### src/rtl/core/bdo_pkg.sv
package bdo_pkg;

    // Bus operation codes
    typedef enum logic [1:0] {
        OP_READ  = 2'd0,
        OP_WRITE = 2'd1,
        OP_TICK  = 2'd2
    } op_t;

    // Target regions
    typedef enum logic [3:0] {
        T_NONE   = 4'd0,
        T_HRAM   = 4'd1,
        T_WRAM0  = 4'd2,
        T_WRAM1  = 4'd3,
        T_ECHO   = 4'd4,
        T_UNUSED = 4'd5,
        T_OAM    = 4'd6,
        T_VRAM   = 4'd7,
        T_CART   = 4'd8,
        T_BOOT   = 4'd9,
        T_IO     = 4'd10,
        T_IF     = 4'd11,
        T_IE     = 4'd12
    } target_t;

    // Configuration register indexes
    localparam int CFG_IDX_W  = 1;
    localparam int CFG_DATA_W = 8;
    localparam logic [CFG_IDX_W-1:0] CFG_BOOT_ROM = 1'd0;
    localparam logic [CFG_IDX_W-1:0] CFG_CART     = 1'd1;

    localparam logic [7:0]  DMA_START = 8'hA2;
    localparam logic [7:0]  OAM_LEN   = 8'hA0;
    localparam logic [6:0]  DMA_REG   = 7'h46;
    localparam logic [7:0]  OPEN_BUS  = 8'hFF;

    localparam logic [15:0] ADDR_IE     = 16'hFFFF;
    localparam logic [15:0] ADDR_HRAM   = 16'hFF80;
    localparam logic [15:0] ADDR_IF     = 16'hFF0F;
    localparam logic [15:0] ADDR_IO     = 16'hFF00;
    localparam logic [15:0] ADDR_UNUSED = 16'hFEA0;
    localparam logic [15:0] ADDR_OAM    = 16'hFE00;
    localparam logic [15:0] ADDR_ECHO   = 16'hE000;
    localparam logic [15:0] ADDR_WRAM1  = 16'hD000;
    localparam logic [15:0] ADDR_WRAM0  = 16'hC000;
    localparam logic [15:0] ADDR_XRAM   = 16'hA000;
    localparam logic [15:0] ADDR_VRAM   = 16'h8000;
    localparam logic [15:0] ADDR_BOOTEND = 16'h0100;

    // Classified item handed from front to back.
    // raw = 1: back decodes addr as a plain memory read.
    // raw = 0: target/addr (as offset) and the rest are final.
    typedef struct packed {
        logic        raw;
        target_t     target;
        logic [15:0] addr;
        logic        we;
        logic [7:0]  sbyte;
        logic        dvalid;
        logic [7:0]  dbyte;
        logic        copy;
        logic [7:0]  oidx;
    } cmd_t;

    typedef struct packed {
        logic boot_rom_mapped;
        logic cartridge_present;
    } cfg_t;

endpackage

### src/rtl/core/bus_decoder_with_oam_dma_top.sv
// Memory map decoder of a handheld console with the object-attribute DMA
// sequencer. Each input item is a CPU read (opcode 0), a CPU write (1) or one
// DMA clock tick (2). Reads and writes always give one result item: the target
// region and its local offset, or a byte answered directly (open bus 0xFF or
// the DMA page register). A write of IO register 0x46 starts a transfer: two
// startup ticks, then 160 ticks that each give a result with dma_copy set,
// naming the source location and the OAM index that receives it. Idle and
// startup ticks give no result, nor does opcode 3. The block takes one item
// every cycle while s_ready is high; a result goes from the front's
// classifier through a small queue (QUEUE_DEPTH items) and the output register
// to the m_ port, where it waits while m_ready is low. s_ready drops only
// while the queue is full. The two configuration registers (index 0 boot ROM
// mapped, index 1 cartridge present, bit 0 of cfg_data) reset to 1 and are to
// be written only while no item is in flight; cfg_ready is always high.
module bus_decoder_with_oam_dma_top
    import bdo_pkg::*;
#(
    parameter int QUEUE_DEPTH = 2
) (
    input  logic                  aclk,
    input  logic                  aresetn,

    // configuration write channel
    input  logic                  cfg_valid,
    output logic                  cfg_ready,
    input  logic [CFG_IDX_W-1:0]  cfg_index,
    input  logic [CFG_DATA_W-1:0] cfg_data,

    // input item channel
    input  logic                  s_valid,
    output logic                  s_ready,
    input  logic [1:0]            s_opcode,
    input  logic [15:0]           s_address,
    input  logic [7:0]            s_write_data,

    // result item channel
    output logic                  m_valid,
    input  logic                  m_ready,
    output logic [3:0]            m_target,
    output logic [15:0]           m_offset,
    output logic                  m_write_enable,
    output logic [7:0]            m_store_byte,
    output logic                  m_direct_valid,
    output logic [7:0]            m_direct_byte,
    output logic                  m_dma_copy,
    output logic [7:0]            m_oam_index
);

    cfg_t cfg_reg;
    logic q_full, q_not_empty, q_pop, push, accept;
    cmd_t push_cmd, pop_cmd;

    assign cfg_ready = 1'b1;

    // config registers
    always_ff @(posedge aclk) begin
        if (!aresetn) begin
            cfg_reg.boot_rom_mapped   <= 1'b1;
            cfg_reg.cartridge_present <= 1'b1;
        end else if (cfg_valid) begin
            case (cfg_index)
                CFG_BOOT_ROM: cfg_reg.boot_rom_mapped   <= cfg_data[0];
                CFG_CART:     cfg_reg.cartridge_present <= cfg_data[0];
                default:      ;
            endcase
        end
    end

    // front side takes an item whenever the queue has room
    assign s_ready = !q_full;
    assign accept  = s_valid && s_ready;

    bdo_front u_front (
        .aclk       (aclk),
        .aresetn    (aresetn),
        .cfg        (cfg_reg),
        .accept     (accept),
        .opcode     (s_opcode),
        .address    (s_address),
        .write_data (s_write_data),
        .push       (push),
        .cmd        (push_cmd)
    );

    bdo_queue #(
        .DEPTH (QUEUE_DEPTH)
    ) u_queue (
        .aclk      (aclk),
        .aresetn   (aresetn),
        .push      (push),
        .push_data (push_cmd),
        .full      (q_full),
        .pop       (q_pop),
        .not_empty (q_not_empty),
        .pop_data  (pop_cmd)
    );

    // back side: final decode and output register
    bdo_back u_back (
        .aclk           (aclk),
        .aresetn        (aresetn),
        .cfg            (cfg_reg),
        .q_valid        (q_not_empty),
        .q_data         (pop_cmd),
        .q_pop          (q_pop),
        .m_valid        (m_valid),
        .m_ready        (m_ready),
        .m_target       (m_target),
        .m_offset       (m_offset),
        .m_write_enable (m_write_enable),
        .m_store_byte   (m_store_byte),
        .m_direct_valid (m_direct_valid),
        .m_direct_byte  (m_direct_byte),
        .m_dma_copy     (m_dma_copy),
        .m_oam_index    (m_oam_index)
    );

endmodule

### src/rtl/core/bdo_front.sv
module bdo_front
    import bdo_pkg::*;
(
    input  logic        aclk,
    input  logic        aresetn,
    input  cfg_t        cfg,
    input  logic        accept,
    input  logic [1:0]  opcode,
    input  logic [15:0] address,
    input  logic [7:0]  write_data,
    output logic        push,
    output cmd_t        cmd
);

    logic [7:0]  cd_reg, cd_next;
    logic [7:0]  page_reg, page_next;
    logic [15:0] src_reg, src_next;
    logic        has_result;
    logic [7:0]  idx;
    logic        a_vram, src_vram;
    logic        dma_busy;

    assign a_vram   = (address[15:13] == 3'b100);
    assign src_vram = (src_reg[15:13] == 3'b100);
    assign dma_busy = (cd_reg != 8'd0) && (cd_reg <= OAM_LEN);
    assign idx      = OAM_LEN - cd_reg;

    always_comb begin
        cmd        = '0;
        has_result = 1'b1;
        cd_next    = cd_reg;
        page_next  = page_reg;
        src_next   = src_reg;
        case (op_t'(opcode))
            OP_READ: begin
                if (address == ADDR_IE) begin
                    cmd.target = T_IE;
                    cmd.addr   = 16'h00FF;
                end else if (address >= ADDR_HRAM) begin
                    cmd.target = T_HRAM;
                    cmd.addr   = address - ADDR_HRAM;
                end else if (address == ADDR_IF) begin
                    cmd.target = T_IF;
                    cmd.addr   = 16'h000F;
                end else if (address >= ADDR_IO) begin
                    if (address[6:0] == DMA_REG) begin
                        cmd.dvalid = 1'b1;
                        cmd.dbyte  = page_reg;
                    end else begin
                        cmd.target = T_IO;
                        cmd.addr   = {9'd0, address[6:0]};
                    end
                end else if (cd_reg != 8'd0) begin
                    // bus conflict with a running transfer
                    if (cd_reg <= OAM_LEN && address >= ADDR_OAM) begin
                        cmd.dvalid = 1'b1;
                        cmd.dbyte  = OPEN_BUS;
                    end else begin
                        cmd.raw  = 1'b1;
                        cmd.addr = (a_vram != src_vram) ? address : src_reg;
                    end
                end else if (address >= ADDR_UNUSED) begin
                    cmd.target = T_UNUSED;
                    cmd.addr   = address - ADDR_UNUSED;
                end else if (address >= ADDR_OAM) begin
                    cmd.target = T_OAM;
                    cmd.addr   = address - ADDR_OAM;
                end else begin
                    cmd.raw  = 1'b1;
                    cmd.addr = address;
                end
            end
            OP_WRITE: begin
                cmd.we    = 1'b1;
                cmd.sbyte = write_data;
                if (address == ADDR_IE) begin
                    cmd.target = T_IE;
                    cmd.addr   = 16'h00FF;
                end else if (address >= ADDR_HRAM) begin
                    cmd.target = T_HRAM;
                    cmd.addr   = address - ADDR_HRAM;
                end else if (address == ADDR_IF) begin
                    cmd.target = T_IF;
                    cmd.addr   = 16'h000F;
                end else if (address >= ADDR_IO) begin
                    if (address[6:0] == DMA_REG) begin
                        cmd = '0;
                        if (cd_reg < OAM_LEN) begin
                            page_next = write_data;
                            cd_next   = DMA_START;
                        end
                    end else begin
                        cmd.target = T_IO;
                        cmd.addr   = {9'd0, address[6:0]};
                    end
                end else if (dma_busy) begin
                    cmd = '0;
                end else if (address >= ADDR_UNUSED) begin
                    cmd        = '0;
                    cmd.target = T_UNUSED;
                    cmd.addr   = address - ADDR_UNUSED;
                end else if (address >= ADDR_OAM) begin
                    cmd.target = T_OAM;
                    cmd.addr   = address - ADDR_OAM;
                end else if (address >= ADDR_ECHO) begin
                    cmd.target = T_ECHO;
                    cmd.addr   = address - ADDR_ECHO;
                end else if (address >= ADDR_WRAM1) begin
                    cmd.target = T_WRAM1;
                    cmd.addr   = address - ADDR_WRAM1;
                end else if (address >= ADDR_WRAM0) begin
                    cmd.target = T_WRAM0;
                    cmd.addr   = address - ADDR_WRAM0;
                end else if (address >= ADDR_VRAM && address < ADDR_XRAM) begin
                    cmd.target = T_VRAM;
                    cmd.addr   = address - ADDR_VRAM;
                end else if (cfg.cartridge_present) begin
                    cmd.target = T_CART;
                    cmd.addr   = address;
                end else begin
                    cmd = '0;
                end
            end
            OP_TICK: begin
                if (cd_reg == 8'd0) begin
                    has_result = 1'b0;
                end else begin
                    cd_next = cd_reg - 8'd1;
                    if (cd_reg <= OAM_LEN) begin
                        src_next = {page_reg, idx};
                        cmd.raw  = 1'b1;
                        cmd.addr = {page_reg, idx};
                        cmd.copy = 1'b1;
                        cmd.oidx = idx;
                    end else begin
                        // startup ticks
                        has_result = 1'b0;
                    end
                end
            end
            default: begin
                has_result = 1'b0;
            end
        endcase
    end

    assign push = accept && has_result;

    always_ff @(posedge aclk) begin
        if (!aresetn) begin
            cd_reg   <= 8'd0;
            page_reg <= 8'd0;
            src_reg  <= 16'd0;
        end else if (accept) begin
            cd_reg   <= cd_next;
            page_reg <= page_next;
            src_reg  <= src_next;
        end
    end

endmodule

### src/rtl/core/bdo_queue.sv
module bdo_queue
    import bdo_pkg::*;
#(
    parameter int DEPTH = 2
) (
    input  logic aclk,
    input  logic aresetn,
    input  logic push,
    input  cmd_t push_data,
    output logic full,
    input  logic pop,
    output logic not_empty,
    output cmd_t pop_data
);

    localparam int PTR_W = (DEPTH > 1) ? $clog2(DEPTH) : 1;
    localparam int CNT_W = $clog2(DEPTH + 1);

    cmd_t             entry_reg [DEPTH];
    logic [PTR_W-1:0] wr_ptr_reg, wr_ptr_next;
    logic [PTR_W-1:0] rd_ptr_reg, rd_ptr_next;
    logic [CNT_W-1:0] count_reg, count_next;
    logic             do_push, do_pop;

    assign full      = (count_reg == CNT_W'(DEPTH));
    assign not_empty = (count_reg != '0);
    assign do_push   = push && !full;
    assign do_pop    = pop && not_empty;
    assign pop_data  = entry_reg[rd_ptr_reg];

    always_comb begin
        wr_ptr_next = wr_ptr_reg;
        rd_ptr_next = rd_ptr_reg;
        count_next  = count_reg;
        if (do_push) begin
            wr_ptr_next = (wr_ptr_reg == PTR_W'(DEPTH - 1)) ? '0 : wr_ptr_reg + 1'b1;
        end
        if (do_pop) begin
            rd_ptr_next = (rd_ptr_reg == PTR_W'(DEPTH - 1)) ? '0 : rd_ptr_reg + 1'b1;
        end
        if (do_push && !do_pop) begin
            count_next = count_reg + 1'b1;
        end else if (do_pop && !do_push) begin
            count_next = count_reg - 1'b1;
        end
    end

    always_ff @(posedge aclk) begin
        if (!aresetn) begin
            wr_ptr_reg <= '0;
            rd_ptr_reg <= '0;
            count_reg  <= '0;
        end else begin
            wr_ptr_reg <= wr_ptr_next;
            rd_ptr_reg <= rd_ptr_next;
            count_reg  <= count_next;
        end
    end

    always_ff @(posedge aclk) begin
        if (do_push) begin
            entry_reg[wr_ptr_reg] <= push_data;
        end
    end

endmodule

### src/rtl/core/bdo_back.sv
module bdo_back
    import bdo_pkg::*;
(
    input  logic        aclk,
    input  logic        aresetn,
    input  cfg_t        cfg,
    input  logic        q_valid,
    input  cmd_t        q_data,
    output logic        q_pop,
    output logic        m_valid,
    input  logic        m_ready,
    output logic [3:0]  m_target,
    output logic [15:0] m_offset,
    output logic        m_write_enable,
    output logic [7:0]  m_store_byte,
    output logic        m_direct_valid,
    output logic [7:0]  m_direct_byte,
    output logic        m_dma_copy,
    output logic [7:0]  m_oam_index
);

    cmd_t res;
    logic load;
    logic [15:0] a;

    logic        valid_reg;
    target_t     target_reg;
    logic [15:0] offset_reg;
    logic        we_reg;
    logic [7:0]  sbyte_reg;
    logic        dvalid_reg;
    logic [7:0]  dbyte_reg;
    logic        copy_reg;
    logic [7:0]  oidx_reg;

    assign a = q_data.addr;

    // plain memory read decode
    always_comb begin
        res = q_data;
        if (q_data.raw) begin
            res.target = T_NONE;
            res.addr   = 16'd0;
            res.dvalid = 1'b0;
            res.dbyte  = 8'd0;
            if (a >= ADDR_ECHO) begin
                res.target = T_ECHO;
                res.addr   = a - ADDR_ECHO;
            end else if (a >= ADDR_WRAM1) begin
                res.target = T_WRAM1;
                res.addr   = a - ADDR_WRAM1;
            end else if (a >= ADDR_WRAM0) begin
                res.target = T_WRAM0;
                res.addr   = a - ADDR_WRAM0;
            end else if (a >= ADDR_VRAM && a < ADDR_XRAM) begin
                res.target = T_VRAM;
                res.addr   = a - ADDR_VRAM;
            end else if (a < ADDR_BOOTEND && cfg.boot_rom_mapped) begin
                res.target = T_BOOT;
                res.addr   = a;
            end else if (cfg.cartridge_present) begin
                res.target = T_CART;
                res.addr   = a;
            end else begin
                res.dvalid = 1'b1;
                res.dbyte  = OPEN_BUS;
            end
        end
    end

    assign load  = q_valid && (!valid_reg || m_ready);
    assign q_pop = load;

    always_ff @(posedge aclk) begin
        if (!aresetn) begin
            valid_reg <= 1'b0;
        end else if (load) begin
            valid_reg <= 1'b1;
        end else if (m_ready) begin
            valid_reg <= 1'b0;
        end
    end

    always_ff @(posedge aclk) begin
        if (load) begin
            target_reg <= res.target;
            offset_reg <= res.addr;
            we_reg     <= res.we;
            sbyte_reg  <= res.sbyte;
            dvalid_reg <= res.dvalid;
            dbyte_reg  <= res.dbyte;
            copy_reg   <= res.copy;
            oidx_reg   <= res.oidx;
        end
    end

    assign m_valid        = valid_reg;
    assign m_target       = target_reg;
    assign m_offset       = offset_reg;
    assign m_write_enable = we_reg;
    assign m_store_byte   = sbyte_reg;
    assign m_direct_valid = dvalid_reg;
    assign m_direct_byte  = dbyte_reg;
    assign m_dma_copy     = copy_reg;
    assign m_oam_index    = oidx_reg;

endmodule
### config.mk
export PLATFORM = sky130hd
export DESIGN_NAME = bus_decoder_with_oam_dma_top
export DESIGN_NICKNAME = d
export VERILOG_FILES = /design/src/rtl/core/bdo_pkg.sv /design/src/rtl/core/bus_decoder_with_oam_dma_top.sv /design/src/rtl/core/bdo_front.sv /design/src/rtl/core/bdo_queue.sv /design/src/rtl/core/bdo_back.sv
export SDC_FILE = /design/constraint.sdc
export NUM_CORES = 1
export LEC_CHECK = 0
export BUFFER_PORTS_ARGS = -buffer_cell sky130_fd_sc_hd__buf_4
export CELL_PAD_IN_SITES_DETAIL_PLACEMENT = 1
export CELL_PAD_IN_SITES_GLOBAL_PLACEMENT = 2
export CORE_UTILIZATION = 42
export DETAILED_ROUTE_END_ITERATION = 8
export PLACE_DENSITY_LB_ADDON = 0.05
export REMOVE_ABC_BUFFERS = 1
export SLEW_MARGIN = 20
export SYNTH_ARGS = -nofsm -noshare
export SYNTH_HDL_FRONTEND = slang
export SYNTH_SLANG_ARGS = --single-unit
### constraint.sdc
create_clock -name aclk -period 11.7 [get_ports aclk]
set_input_delay 1.17 -clock aclk [delete_from_list [all_inputs] [get_ports aclk]]
set_output_delay 1.17 -clock aclk [all_outputs]
set_load 0.05 [all_outputs]
==> metrics.yaml, run 1 <==
outcome:
  status: "finished clean"
placed_design:
  gp_congestion: 0.926
  io_buffer_count: 81
  dp_hpwl_microns: 22500
floorplan:
  die_h_microns: 155
  die-width_microns: 155
  initial_utilization_pct: 43.0
  ios: 90
  fp.coreArea_sq_um: 22800
  die_area_sq_um: 23900
  fp-row-count: 55
hold_path:
  hold_class: "flop to flop"
  min_to: "u_front.src_reg[10]"
  whs_path_depth: 2
  min_from: "u_front.src_reg[10]"
critical_path:
  worstPathMaxFanout: 14
  end_kind: "flop"
  worstReg2RegEnd: "u_back.m_offset[1]"
  start_kind: "input pin"
  cp.required_ns: 11.86
  reg2reg_depth: 11
  path_class: "input pin to flop"
  rrSetupSlack_ns: 7.59
  arrival_ns: 4.57
global_routing:
  first_global_vias: 8076
  gr-usage-all-layers_pct: 27.0
  grt.overflow.total: 0
  grt_pass1_wl_microns: 48200
  antenna_found_initial: 0
  grt_max_degree: 50
power:
  power_density_nw_per_um2: 222
  p_leak_nw: 4.15
  vdd_drop_max_mv: 0.158
timing:
  finClkSkew_ns: 0.0139
  slew_headroom_pct: 28.3
  timing.fmax_mhz: 227
  finalSetupViolCount: 0
  fin_crit_sh_pct: 37.7
  rsz0062_at_grt: "no"
  tns_ns: 0
  finalHoldViolCount: 0
  fin_crit_ns: 4.41
  tightest_slew_ns: 1.07
  final_max_slew_viol_count: 0
drt:
  dr.pass1.iters: 5
  vias: 7741
  drtIter0Drc: 538
  viasPerCell: 5.92
  drc: 0
  ant_nets: 0
  wl_microns: 31000
  wl_per_cell_microns: 23.7
yosys:
  ys_ff_latch: 183
  synth_warnings: 0
  synthCells: 920
  synth.area.top_cells: "edfxtp_1 44%, dfxtp_1 8.2%, mux2i_1 4.1%"
  ys_seq_area_share_pct: 52.1
  post_synth.cell_area_avg_sq_um: 10.6
  yosys.area.top_type: "edfxtp_1"
  synth_top_area_share_pct: 43.9
  synthTopCellsByCount: "143 x edfxtp_1, 91 x nand2_1, 80 x nor2_1"
  synth_most_common_cell: "edfxtp_1"
  ys_types: 89
  synthFlopType: "edfxtp_1"
  synth_area_sq_um: 9790
  async_flop_share_pct: 0
  synth_edf_count: 143
cts:
  cts-root-buf: "clkbuf_16"
  htree_levels: 4
  post_cts_buffers: 0
  ctsHoldBuffers: 0
  tritoncts: "done"
  clkTransAtPathRegs_ns: 0.07
  ctsResizeCount: 0
  cts_sinks: 183
  cts_buffer_depth: 2
  numCtsBuffers: 17
  clock_latency_ns: 0.44
final_layout:
  multi_input_area_sq_um: 4400
  drive_gt1_share_pct: 18.1
  n_antenna_cell: 0
  fillCellCount: 2470
  regArea_sq_um: 5100
  area_growth_pct: 15.4
  final_util_pct: 49.6
  layout.nets: 1048
  largest_reg_flops: 96
flow_run:
  cap_violations: 0
-- final cells by class --
class,count,area share [%]
multi-input combinational,665,38.9
clock buffer,17,3.77
clock inverter,15,1.93
sequential,183,45.1
timing repair buffer,90,5.98
inverter,24,0.798
tap,313,3.47
-- metal layers --
metal | vias to the layer above | global-route usage (%) | wire length [microns]
met5 | - | 0 | 0
met4 | 0 | 9.52 | 801
met3 | 49 | 4.68 | 1620
met2 | 237 | 44.4 | 14800
met1 | 3870 | 35.8 | 13800
li1 | 3585 | - | -
-- cell usage in the layout (no fill, tap or decap), drive strengths merged, types with 8 or more instances in the layout --
master  synthesis  final
a31oi           8      8
nand3          24     24
and3            8      8
nor3           25     25
xnor2          17     17
o21a           10     10
buf            16     90
inv            23     32
nand4           9      9
edfxtp        143    143
ha             27     27
mux2           22     22
a211oi         15     15
a21oi          58     58
mux2i          41     41
o31ai           8      8
xor2           10     10
and2           19     19
nor4            9      9
o211ai         11     11
nand2          92     92
nor2b           8      8
dfxtp          40     40
nor2           84     84
clkbuf         32     17
o22ai           8      8
o21ai          52     52
-- logic make-up (layout without fill, tap and decap cells) --
kind of cell,Yosys count,count (layout),synth area share (%)
buffers and inverters,72,146,3.13
AOI/OAI and AO/OA,227,227,15.5
muxes,63,63,6.76
xor gates and xnor gates,27,27,2.42
and+or+nand+nor,320,320,16.6
DFF,183,183,52.1
adders and majority gates,27,27,3.45
other,1,1,0.0383
-- how the worst max path moves through the flow --
stage                 startpoint                  endpoint  slack [ns]  cells after the start
6_report            s_address[7]  u_queue.entry_reg[1][40]        7.29                     10
3_5_place_dp        s_address[7]  u_queue.entry_reg[1][40]        7.00                     10
5_1_grt             s_address[7]  u_queue.entry_reg[0][40]        7.13                     10
3_3_place_gp        s_address[7]  u_queue.entry_reg[0][40]        7.03                     10
4_1_cts             s_address[7]  u_queue.entry_reg[1][40]        7.43                     10
2_1_floorplan  u_front.cd_reg[0]   u_queue.entry_reg[0][0]        6.04                      7
-- worst max-delay path: stages --
cell and delay (ns):
buf_4 0.18, inv_1 0.23, ha_1 0.28, nor4bb_1 0.76
nand2_1 0.19, o311ai_1 0.71, a31oi_1 0.16, o21ai_0 0.29
a21oi_1 0.12, o21ai_0 0.47
-- power breakdown --
part / switching [mW] / internal (mW) / total, mW
clock: 0.303 / 0.318 / 0.621
sequential: 0.0605 / 0.888 / 0.948
combinational: 0.663 / 0.274 / 0.937
total: 1.03 / 1.48 / 2.51
-- through the flow --
step / power (mW) / std cells / setup WS [ns] / hold WS (ns) / instance area [sq um]
after floorplan: 1.60 / 872 / 6.04 / 0.434 / 9570
after global routing: 2.61 / 1307 / 7.13 / 0.485 / 11300
after CTS: 2.53 / 1307 / 7.43 / 0.469 / 11300
after detailed placement: 1.90 / 1275 / 7.00 / 0.459 / 10700
final: 2.51 / 1307 / 7.29 / 0.467 / 11300
after global placement: 1.87 / 1275 / 7.03 / 0.446 / 10700
No activity file was read; power rests on OpenSTA's default activity.
==> inputs of run 2 (changes only) <==
ABC_AREA = 1   (was not set)
CORE_UTILIZATION = 36   (was 42)
clock period = 4.4 ns   (was 11.7 ns; I/O delays follow)
==> metrics.yaml, run 2 <==
placed_design:
  dp_hpwl_microns: 22300
  dp.cells: 1644
  dp_slack_ns: 1.06
  io_buffer_count: 81
  gp_congestion: 0.864
drt:
  vias: 8394
  wl_per_cell_microns: 18.0
  viasPerCell: 5.01
  drc: 0
  wl_microns: 30100
  ant_nets: 0
  dr.pass1.iters: 5
  drtIter0Drc: 571
cts:
  cts_buffer_depth: 2
  clock_latency_ns: 0.44
  cts_sinks: 183
  cts-root-buf: "clkbuf_16"
  ctsResizeCount: 0
  numCtsBuffers: 17
  post_cts_buffers: 0
  htree_levels: 4
  clkTransAtPathRegs_ns: 0.09
  ctsHoldBuffers: 0
  tritoncts: "done"
yosys:
  ys_types: 48
  synthTopCellsByCount: "353 x nand2_1, 143 x edfxtp_1, 118 x nor2_1"
  synthCells: 1215
  post_synth.cell_area_avg_sq_um: 8.33
  synth_edf_count: 143
  synth_warnings: 0
  yosys.area.top_type: "edfxtp_1"
  synth_area_sq_um: 10100
  ys_ff_latch: 183
  synth_most_common_cell: "nand2_1"
  ys_seq_area_share_pct: 50.3
  async_flop_share_pct: 0
  synth.area.top_cells: "edfxtp_1 42%, nand2_1 13%, dfxtp_1 7.9%"
  synthFlopType: "edfxtp_1"
  synth_top_area_share_pct: 42.4
final_layout:
  largest_reg_flops: 96
  final_util_pct: 42.3
  final_cell_mix: "353 x nand2_1, 143 x edfxtp_1, 116 x nor2_1"
  area_growth_pct: 15.8
  layout.nets: 1352
  finalNonFillerCells: 1676
  drive_gt1_share_pct: 15.4
  layout_commonest_cell: "nand2_1"
  n_antenna_cell: 0
  fillCellCount: 3356
global_routing:
  grt_pass1_wl_microns: 47000
  gr-usage-all-layers_pct: 21.5
  antenna_found_initial: 1
  grt_max_degree: 52
  first_global_vias: 8216
  grt.overflow.total: 0
timing:
  fin_crit_ns: 3.35
  tightest_slew_ns: 0.767
  rsz0062_at_grt: "no"
  finalSetupViolCount: 0
  finClkSkew_ns: 0.0170
  fin_crit_sh_pct: 76.0
  finalHoldViolCount: 0
  final_max_slew_viol_count: 0
  slew_headroom_pct: 48.3
  setup_slack_ns: 1.05
  timing.fmax_mhz: 299
  tns_ns: 0
critical_path:
  crit_buf_inv: 2
  timing.rr.start: "u_front.cd_reg[0]"
  cp_cell_sequence: "inv_1, ha_1, nand3_1, nor2_2, nand3_1, nand2_1, nor2_4, o21ai_0, inv_1, ha_1, a21oi_1, o21ai_0, o21ai_0, a21oi_1"
  reg2reg_depth: 14
  rrSetupSlack_ns: 1.05
  cp.required_ns: 4.74
  critPathSlowestCell: "o21ai_0"
  arrival_ns: 3.68
  max_stage_delay_ns: 0.64
  worstPathMaxFanout: 19
  start_kind: "flop"
  worstReg2RegEnd: "u_queue.count_reg[1]"
  end_kind: "flop"
  cpLargestDelayFamily: "compound AO/OA/AOI/OAI gates"
  path_class: "flop to flop"
  crit_top_cell: "o21ai_0"
floorplan:
  ios: 90
  die-width_microns: 170
  initial_utilization_pct: 36.5
  fp-row-count: 61
  die_area_sq_um: 28800
  die_h_microns: 170
  fp.coreArea_sq_um: 27700
hold_path:
  min_to: "cfg_reg[0]"
  min_from: "cfg_data[0]"
  hold_class: "input pin to flop"
  whs_path_depth: 3
flow_run:
  cap_violations: 0
outcome:
  status: "finished clean"
power:
  finalPower_mw: 7.04
  power_density_nw_per_um2: 601
  vdd_drop_max_mv: 0.266
  p_leak_nw: 4.99
run 2: cell types whose count changed in the layout (fill, tap and decap cells not counted), moves of 16 or more:
cell     before  now
inv_1        21  108
nand2_1      91  353
xnor2_1      17    1
nor2_1       79  116
nand3_1      24   79
mux2_2       22    0
and2_1       17    0
o21ai_0      47   66
mux2i_1      40    0
run 2: kinds of logic after synthesis:
family,Yosys count,synth area share [%]
AOI/OAI and AO/OA,192,10.9
xor gates and xnor gates,22,1.90
adders and majority gates,27,3.34
buffers and inverters,166,7.03
DFF,183,50.3
other,1,0.0370
and+or+nand+nor,624,26.5
run 2: stage by stage:
step,hold WS (ns),instance area [sq um]
after floorplan,0.424,9890
after global placement,0.435,11100
after detailed placement,0.446,11100
after CTS,0.242,11700
after global routing,0.259,11700
final,0.258,11700
run 2: per-layer routing:
| metal | up-vias | part of all wire [%] | track usage [%] |
|---|---|---|---|
| met5 | - | 0 | 0 |
| met4 | 0 | 0.90 | 4.50 |
| met3 | 17 | 2.7 | 2.82 |
| met2 | 130 | 47 | 35.0 |
| met1 | 4077 | 49 | 30.4 |
| li1 | 4170 | - | - |
run 2: tightest hold or removal path: stages:
cell	delay [ns]
buf_4	0.08
nand3_1	0.06
nand3_1	0.07
run 2: worst max-delay path by stage:
stage	depth (start not counted)	start	to	slack, ns
2_1_floorplan	9	u_front.cd_reg[0]	u_queue.entry_reg[1][0]	0.15
3_3_place_gp	14	u_front.cd_reg[0]	u_queue.count_reg[1]	1.08
3_5_place_dp	14	u_front.cd_reg[0]	u_queue.count_reg[1]	1.06
4_1_cts	14	u_front.cd_reg[0]	u_queue.count_reg[1]	1.05
5_1_grt	14	u_front.cd_reg[0]	u_queue.count_reg[1]	0.70
6_report	14	u_front.cd_reg[0]	u_queue.count_reg[1]	1.05
run 2: layout make-up:
cell class              count  area [sq um]  share of cell area (%)
well taps                 378           473                    4.04
clock inverters            15           213                    1.82
clock buffers              17           425                    3.63
repair buffers             88           686                    5.85
multi-input cells         866          4340                    37.0
flip-flops and latches    183          5100                    43.5
inverters                 129           484                    4.13
run 2: where the power goes:
group,switching [mW],internal (mW)
sequential,0.110,2.37
clock,0.814,0.796
combinational,2.17,0.786
==> inputs of run 3 (changes only) <==
ABC_AREA = 0   (was 1)
CORE_UTILIZATION = 39   (was 36)
clock period = 3.3 ns   (was 4.4 ns; I/O delays follow)
==> metrics.yaml, run 3 (synthesized netlist as in run 1, its figures left out) <==
critical_path:
  cpLargestDelayFamily: "simple AND/OR/NAND/NOR gates"
  path_class: "flop to flop"
  cp.depth: 12
  crit_top_cell: "o21ai_0"
  end_kind: "flop"
  crit_buf_inv: 3
  max_stage_delay_ns: 0.61
  reg2reg_depth: 12
  cp.required_ns: 3.54
  start_kind: "flop"
  critPathSlowestCell: "or4b_1"
  worstPathMaxFanout: 9
  cp_cell_sequence: "inv_1, ha_1, or4b_1, o211a_1, nor2_4, nand2_2, inv_2, buf_4, nand2_1, o21ai_0, o21ai_0, o21ai_1"
  arrival_ns: 3.33
final_layout:
  drive_gt1_share_pct: 25.5
  multi_input_area_sq_um: 4400
  final_cell_mix: "183 x buf_4, 143 x edfxtp_1, 91 x nand2_1"
  finalNonFillerCells: 1416
  final_util_pct: 49.3
  n_antenna_cell: 0
  regArea_sq_um: 5100
  layout.nets: 1147
  area_growth_pct: 23.3
  fillCellCount: 2690
  largest_reg_flops: 96
  layout_commonest_cell: "buf_4"
placed_design:
  gp_congestion: 0.960
  dp_hpwl_microns: 24900
  io_buffer_count: 81
  dp.cells: 1385
cts:
  cts_sinks: 183
  tritoncts: "done"
  cts_buffer_depth: 2
  clkTransAtPathRegs_ns: 0.08
  cts-root-buf: "clkbuf_16"
  htree_levels: 4
  ctsHoldBuffers: 0
  clock_latency_ns: 0.44
  numCtsBuffers: 17
floorplan:
  die_area_sq_um: 25700
  initial_utilization_pct: 40.0
  fp.coreArea_sq_um: 24500
  die-width_microns: 160
  fp-row-count: 57
  ios: 90
  die_h_microns: 160
global_routing:
  first_global_vias: 8464
  met2_usage_pct: 42.6
  gr-max-usage-layer: "met2"
  gr-usage-all-layers_pct: 25.7
  grtUsageMet3_pct: 4.29
  grt.overflow.total: 0
  grt_pass1_wl_microns: 49900
  grtUsageMet1_pct: 34.2
  grt_max_degree: 49
  antenna_found_initial: 0
drt:
  dr.pass1.iters: 5
  drc: 0
  ant_nets: 0
  viasPerCell: 5.69
  wl_microns: 32100
  drtIter0Drc: 458
  vias: 8052
  wl_per_cell_microns: 22.7
power:
  p_leak_nw: 4.63
  power_density_nw_per_um2: 739
  vdd_drop_max_mv: 0.626
hold_path:
  whs_path_depth: 3
  hold_class: "input pin to flop"
timing:
  tightest_slew_ns: 0.708
  finClkSkew_ns: 0.0186
  fin_crit_ns: 3.09
  hold_ws_ns: 0.132
  tns_ns: 0
  finalHoldViolCount: 0
  final_max_slew_viol_count: 0
  timing.fmax_mhz: 324
  finalSetupViolCount: 0
  rsz0062_at_grt: "no"
  fin_crit_sh_pct: 93.6
  slew_headroom_pct: 52.8
flow_run:
  cap_violations: 0
outcome:
  status: "finished clean"
run 3: metal layers:
metal / wire, microns / up-vias
met1: 14900 / 4058
li1: - / 3778
met3: 1120 / 43
met4: 677 / 0
met2: 15400 / 173
met5: 0 / -
run 3: area by class of cell:
class | instances | area share (%)
sequential | 183 | 42.2
timing repair buffer | 189 | 12.4
inverter | 24 | 0.746
multi-input combinational | 665 | 36.5
clock inverter | 14 | 1.30
tap | 324 | 3.36
clock buffer | 17 | 3.52
run 3: where the power goes:
group          switching [mW]  total (mW)  leakage [nW]  internal, mW
combinational            2.42        3.56          2.66          1.15
sequential              0.194        3.34          1.69          3.15
clock                    1.01        2.02         0.282          1.01
total                    3.62        8.92          4.63          5.30
run 3: path summary, 6_finish.rpt:
| check | startpoint | endpoint | slack (ns) |
|---|---|---|---|
| worst min register to register | u_front.src_reg[10] | u_front.src_reg[10] | 0.46 |
| worst max register to register | u_front.cd_reg[0] | u_queue.entry_reg[1][35] | 0.21 |
| worst max-delay path | u_front.cd_reg[0] | u_queue.entry_reg[1][35] | 0.21 |
| worst min-delay path | cfg_data[0] | cfg_reg[1] | 0.13 |
run 3: metrics by stage:
stage / worst slack [ns] / total power, mW / cell area, sq um
2_1_floorplan: -2.36 / 5.67 / 9570
3_3_place_gp: 0.180 / 6.88 / 11500
3_5_place_dp: 0.147 / 6.98 / 11500
4_1_cts: 0.155 / 8.99 / 12100
5_1_grt: 0.0569 / 9.32 / 12100
6_report: 0.212 / 8.92 / 12100
run 3: worst register-to-register path: stages (launching register included):
cell	delay, ns
dfxtp_1	0.35
inv_1	0.12
ha_1	0.18
or4b_1	0.61
o211a_1	0.34
nor2_4	0.23
nand2_2	0.11
inv_2	0.23
buf_4	0.18
nand2_1	0.06
o21ai_0	0.13
o21ai_0	0.13
o21ai_1	0.24
run 3: repair_timing:
item | CTS | global route
gates resized for setup | 0 | 1
setup endpoints to repair | 0 | 2
buffers inserted | 0 | 0
